===== config.mk =====
export PLATFORM = sky130hd
export DESIGN_NAME = tkge_front
export DESIGN_NICKNAME = d
export VERILOG_FILES = /design/src/design/two_kernel_gradient_energy_map_core_defines.svh /design/src/design/tkge_pkg.sv /design/src/design/tkge_front.sv
export SDC_FILE = /design/constraint.sdc
export NUM_CORES = 1
export LEC_CHECK = 0
export ABC_CLOCK_PERIOD_IN_PS = 2000
export BUFFER_PORTS_ARGS = -buffer_cell sky130_fd_sc_hd__buf_2
export CAP_MARGIN = 5
export CORE_AREA = 2 2 48 46
export DETAILED_ROUTE_END_ITERATION = 6
export DIE_AREA = 0 0 50 48
export PLACE_DENSITY = 0.77
export SYNTH_ARGS = -nofsm -noshare
export SYNTH_HDL_FRONTEND = slang
export SYNTH_SLANG_ARGS = --single-unit
export TNS_END_PERCENT = 50

===== constraint.sdc =====
create_clock -name clk -period 2 [get_ports clk]
set_input_delay 0 -clock clk [delete_from_list [all_inputs] [get_ports clk]]
set_output_delay 0 -clock clk [all_outputs]
set_load 0.01 [all_outputs]

===== src/design/two_kernel_gradient_energy_map_core_defines.svh =====
// Assertion macros shared by the gradient energy map RTL.
// Included by modules that check their own control logic; no dependencies.
`ifndef TWO_KERNEL_GRADIENT_ENERGY_MAP_CORE_DEFINES_SVH
`define TWO_KERNEL_GRADIENT_ENERGY_MAP_CORE_DEFINES_SVH

// Same-cycle implication, sampled on clk, off during reset.
`define TKGE_ASSERT_IMPL(lbl, ante, cons, msg) \
    lbl: assert property (@(posedge clk) disable iff (!rst_n) (ante) |-> (cons)) \
        else $error(msg);

// Next-cycle implication, sampled on clk, off during reset.
`define TKGE_ASSERT_NEXT(lbl, ante, cons, msg) \
    lbl: assert property (@(posedge clk) disable iff (!rst_n) (ante) |=> (cons)) \
        else $error(msg);

`endif


===== src/design/tkge_pkg.sv =====
// Shared types, constants and helpers of the gradient energy map.
// No dependencies; imported by every module of the block.
package tkge_pkg;

    localparam int DEF_MAX_WIDTH  = 256;
    localparam int DEF_MAX_HEIGHT = 256;

    localparam int SIZE_W   = 9;
    localparam int KERN_W   = 45;
    localparam int COEF_W   = 5;
    localparam int PIX_W    = 8;
    localparam int ENERGY_W = 16;
    localparam int DATA_W   = 64;
    localparam int PADDR_W  = 5;

    localparam logic [1:0] REG_WIDTH    = 2'd0;
    localparam logic [1:0] REG_HEIGHT   = 2'd1;
    localparam logic [1:0] REG_KERNEL_A = 2'd2;
    localparam logic [1:0] REG_KERNEL_B = 2'd3;

    localparam logic [SIZE_W-1:0] SIZE_RESET = 9'd256;

    localparam logic STATUS_OK        = 1'b0;
    localparam logic STATUS_NOT_READY = 1'b1;

    typedef enum logic {
        CMD_LOAD  = 1'b0,
        CMD_FETCH = 1'b1
    } cmd_kind_t;

    typedef struct packed {
        cmd_kind_t          kind;
        logic [PIX_W-1:0]   pixel;
    } cmd_t;

    typedef struct packed {
        logic [SIZE_W-1:0]  width;
        logic [SIZE_W-1:0]  height;
        logic [KERN_W-1:0]  kernel_a;
        logic [KERN_W-1:0]  kernel_b;
        logic               restart;
    } cfg_t;

    // Pick coefficient idx (k*3+l) out of a packed kernel.
    function automatic logic signed [COEF_W-1:0] coef_at(logic [KERN_W-1:0] kern,
                                                         logic [3:0] idx);
        logic signed [COEF_W-1:0] c;
        c = kern[COEF_W*idx +: COEF_W];
        return c;
    endfunction

endpackage


===== src/design/tkge_front.sv =====
// Front end: accepts command items, decodes them and queues them.
// Depends on tkge_pkg.
module tkge_front
    import tkge_pkg::*;
(
    input  logic              clk,
    input  logic              rst_n,
    input  logic              start,
    input  logic              op,
    input  logic [PIX_W-1:0]  pixel,
    output logic              busy,
    output logic              cmd_valid,
    output cmd_t              cmd,
    input  logic              cmd_pop
);

    cmd_t        q_mem [2];
    logic        wr_ptr_reg, wr_ptr_next;
    logic        rd_ptr_reg, rd_ptr_next;
    logic [1:0]  count_reg, count_next;
    logic        push;
    cmd_t        in_cmd;

    assign busy      = (count_reg == 2'd2);
    assign push      = start && !busy;
    assign cmd_valid = (count_reg != 2'd0);
    assign cmd       = q_mem[rd_ptr_reg];

    always_comb
    begin
        in_cmd.kind  = op ? CMD_FETCH : CMD_LOAD;
        in_cmd.pixel = pixel;
    end

    always_comb
    begin
        wr_ptr_next = push ? !wr_ptr_reg : wr_ptr_reg;
        rd_ptr_next = cmd_pop ? !rd_ptr_reg : rd_ptr_reg;
        count_next  = count_reg + 2'(push) - 2'(cmd_pop);
    end

    always_ff @(posedge clk)
    begin
        if (push)
        begin
            q_mem[wr_ptr_reg] <= in_cmd;
        end
    end

    always_ff @(posedge clk or negedge rst_n)
    begin
        if (!rst_n)
        begin
            wr_ptr_reg <= 1'b0;
            rd_ptr_reg <= 1'b0;
            count_reg  <= 2'd0;
        end
        else
        begin
            wr_ptr_reg <= wr_ptr_next;
            rd_ptr_reg <= rd_ptr_next;
            count_reg  <= count_next;
        end
    end

endmodule


==> flow_metrics.py <==
metrics = {
    "floorplan": {
        "coreArea_sq_um": 1860,
        "rows": 15,
        "die_h_microns": 48,
        "die_x_microns": 50,
        "io-pin-count": 24,
        "dieArea_sq_um": 2400,
        "initial_utilization": 0.474,
    },
    "final_layout": {
        "fill_cells": 137,
        "nets": 99,
        "largest_reg_flops": 18,
        "syn_to_final_growth_pct": 32.8,
        "final_cell_mix": "23 x buf_2, 18 x edfxtp_1, 11 x dlygate4sd3_1",
        "regArea_sq_um": 641,
        "multi_input_area_sq_um": 221,
        "layout-drive-gt1-share": 0.458,
        "layout_commonest_cell": "buf_2",
        "n_antenna_cell": 0,
        "fin_util": 0.630,
    },
    "grt": {
        "grt_max_degree": 13,
        "track_usage": 0.135,
        "grt_pass1_wl_mm": 2.17,
        "antenna_found_initial": 0,
        "grt-ovfl-total": 0,
        "grt_pass1_vias": 500,
    },
    "clock_network": {
        "cts_sinks": 22,
        "htree_num_levels": 1,
        "cts_buffers": 3,
        "cts_root_buf": "clkbuf_4",
        "clock_path_buffers": 2,
        "cts-resized-gates": 0,
        "path_clk_slew_ps": 110,
        "cts_setup_buffers": 0,
        "tritoncts": "built",
        "ctsHoldBuffers": 11,
        "clock_latency_ps": 300,
    },
    "setup_path": {
        "cp_data_required_time_ps": 2000,
        "worst-path-max-fanout": 10,
        "slowest_stage": "dfrtp_1",
        "arrival_ps": 1550,
        "crit_path_end_kind": "output pin",
        "crit_type": "flip-flop to output pin",
        "path_cells": "mux2_4 > buf_2",
        "cp_num_buf_inv": 1,
        "cp_top_family": "flip-flops",
        "max_stage_delay_ps": 740,
        "setup.worst_path.start_class": "flip-flop",
    },
    "sta": {
        "skew_ps": 4.96,
        "worst_slew_pin_slew_ps": 605,
        "slew_violations": 0,
        "finalHoldViolations": 0,
        "grt_setup_unrepaired": "no",
        "setup-tns-final_ps": 0,
        "fmax_mhz": 645,
        "min_period_over_period": 0.775,
        "period_needed_ps": 1550,
        "setup_viol": 0,
        "slew_headroom": 0.597,
    },
    "synthesis": {
        "synthAdderAreaFrac": 0.0284,
        "ys_types": 13,
        "synthMuxAreaShare": 0.153,
        "synthXorXnorAreaFrac": 0.0398,
        "postSynthAreaPerCell_sq_um": 19.6,
        "synth_top_family_by_area": "multiplexers",
        "ys_seq_area_frac": 0.727,
        "yosys-top-cells-area": "edfxtp_1 61%, mux2_4 15%, dfrtp_1 11%, xnor2_1 3.0%, ha_1 2.8%",
        "syn_area_sq_um": 881,
        "yosysTopAreaCellShare": 0.614,
        "yosys.area.top_type": "edfxtp_1",
        "synthSimpleGateAreaFrac": 0.0298,
        "synth-seq-cells": 22,
        "synth_cells": 45,
        "yosys_warnings": 0,
        "syn-num-nets": 60,
        "synth_compound_area_frac": 0,
    },
    "power_and_ir_drop": {
        "peakVddDrop_mv": 0.803,
        "power_density_nw_per_um2": 1280,
        "leakage_nw": 0.504,
    },
    "run": {
        "drv_cap": 0,
    },
    "drt": {
        "wire_per_inst_microns": 13.6,
        "ant_nets": 0,
        "drtPass1Iterations": 4,
        "drt_iter0_markers": 6,
        "totalWireLength_mm": 1.47,
        "routed_via_density": 4.62,
        "drcViolationCount": 0,
        "via_count": 499,
    },
    "place": {
        "io_buffers": 23,
        "gp_congestion": 0.629,
        "post-dp-hpwl_microns": 920,
    },
    "run_status": {
        "status": "completed",
    },
    "hold_path": {
        "hold_class": "primary input to async pin",
    },
}
kinds of logic (layout without fill, tap and decap cells):
group | after synthesis | in the layout
xor gates and xnor gates | 4 | 4
adders and majority gates | 2 | 2
muxes | 9 | 9
buffers and inverters | 3 | 41
DFF | 22 | 22
and+or+nand+nor | 5 | 5
area by class of cell:
| type | instances | area share |
|---|---|---|
| sequential | 22 | 0.548 |
| clock buffer | 4 | 0.0310 |
| inverter | 2 | 0.00642 |
| timing repair buffer | 35 | 0.199 |
| tap | 25 | 0.0267 |
| multi-input combinational | 20 | 0.189 |
power breakdown:
part / internal [mW] / switching [mW]
clock network: 0.111 / 0.123
logic: 0.306 / 0.218
registers: 0.637 / 0.102
path summary, 6_finish.rpt:
path                       cells after the start           end         start  slack (ps)
max                                            2        cmd[4]    rd_ptr_reg         450
min                                            2  count_reg[0]         rst_n          20
max reg2reg                                    7  count_reg[1]  count_reg[1]         470
min reg2reg                                    1    wr_ptr_reg    wr_ptr_reg         510
max in group asynchronous                      2    wr_ptr_reg         rst_n        1860
min in group clk                               3    wr_ptr_reg         start          20
per-layer routing:
metal / track usage / vias to the layer above / wire [microns] / share of wire
li1: - / 240 / - / -
met1: 0.134 / 238 / 584 / 0.40
met2: 0.258 / 19 / 792 / 0.54
met3: 0.0375 / 2 / 79 / 0.054
met4: 0.0833 / 0 / 10 / 0.0068
met5: 0 / - / 0 / 0
through the flow:
step	instances	hold WS, ps	worst slack, ps	area [sq um]	power [mW]
2_1_floorplan	45	-296	590	881	1.10
4_1_cts	108	6.12	437	1170	1.52
3_5_place_dp	93	-184	489	1020	1.26
6_report	108	15.5	449	1170	1.50
5_1_grt	108	15.7	377	1170	1.58
3_3_place_gp	93	-192	558	1020	1.23
synth_stat cells (all sizes together):
cell type,instances
or2,1
nand2b,1
ha,2
inv,2
xnor2,3
nor2,1
edfxtp,18
nand2,1
and3,1
xor2,1
dfrtp,4
buf,1
mux2,9
(Power assumes the default switching activity.)
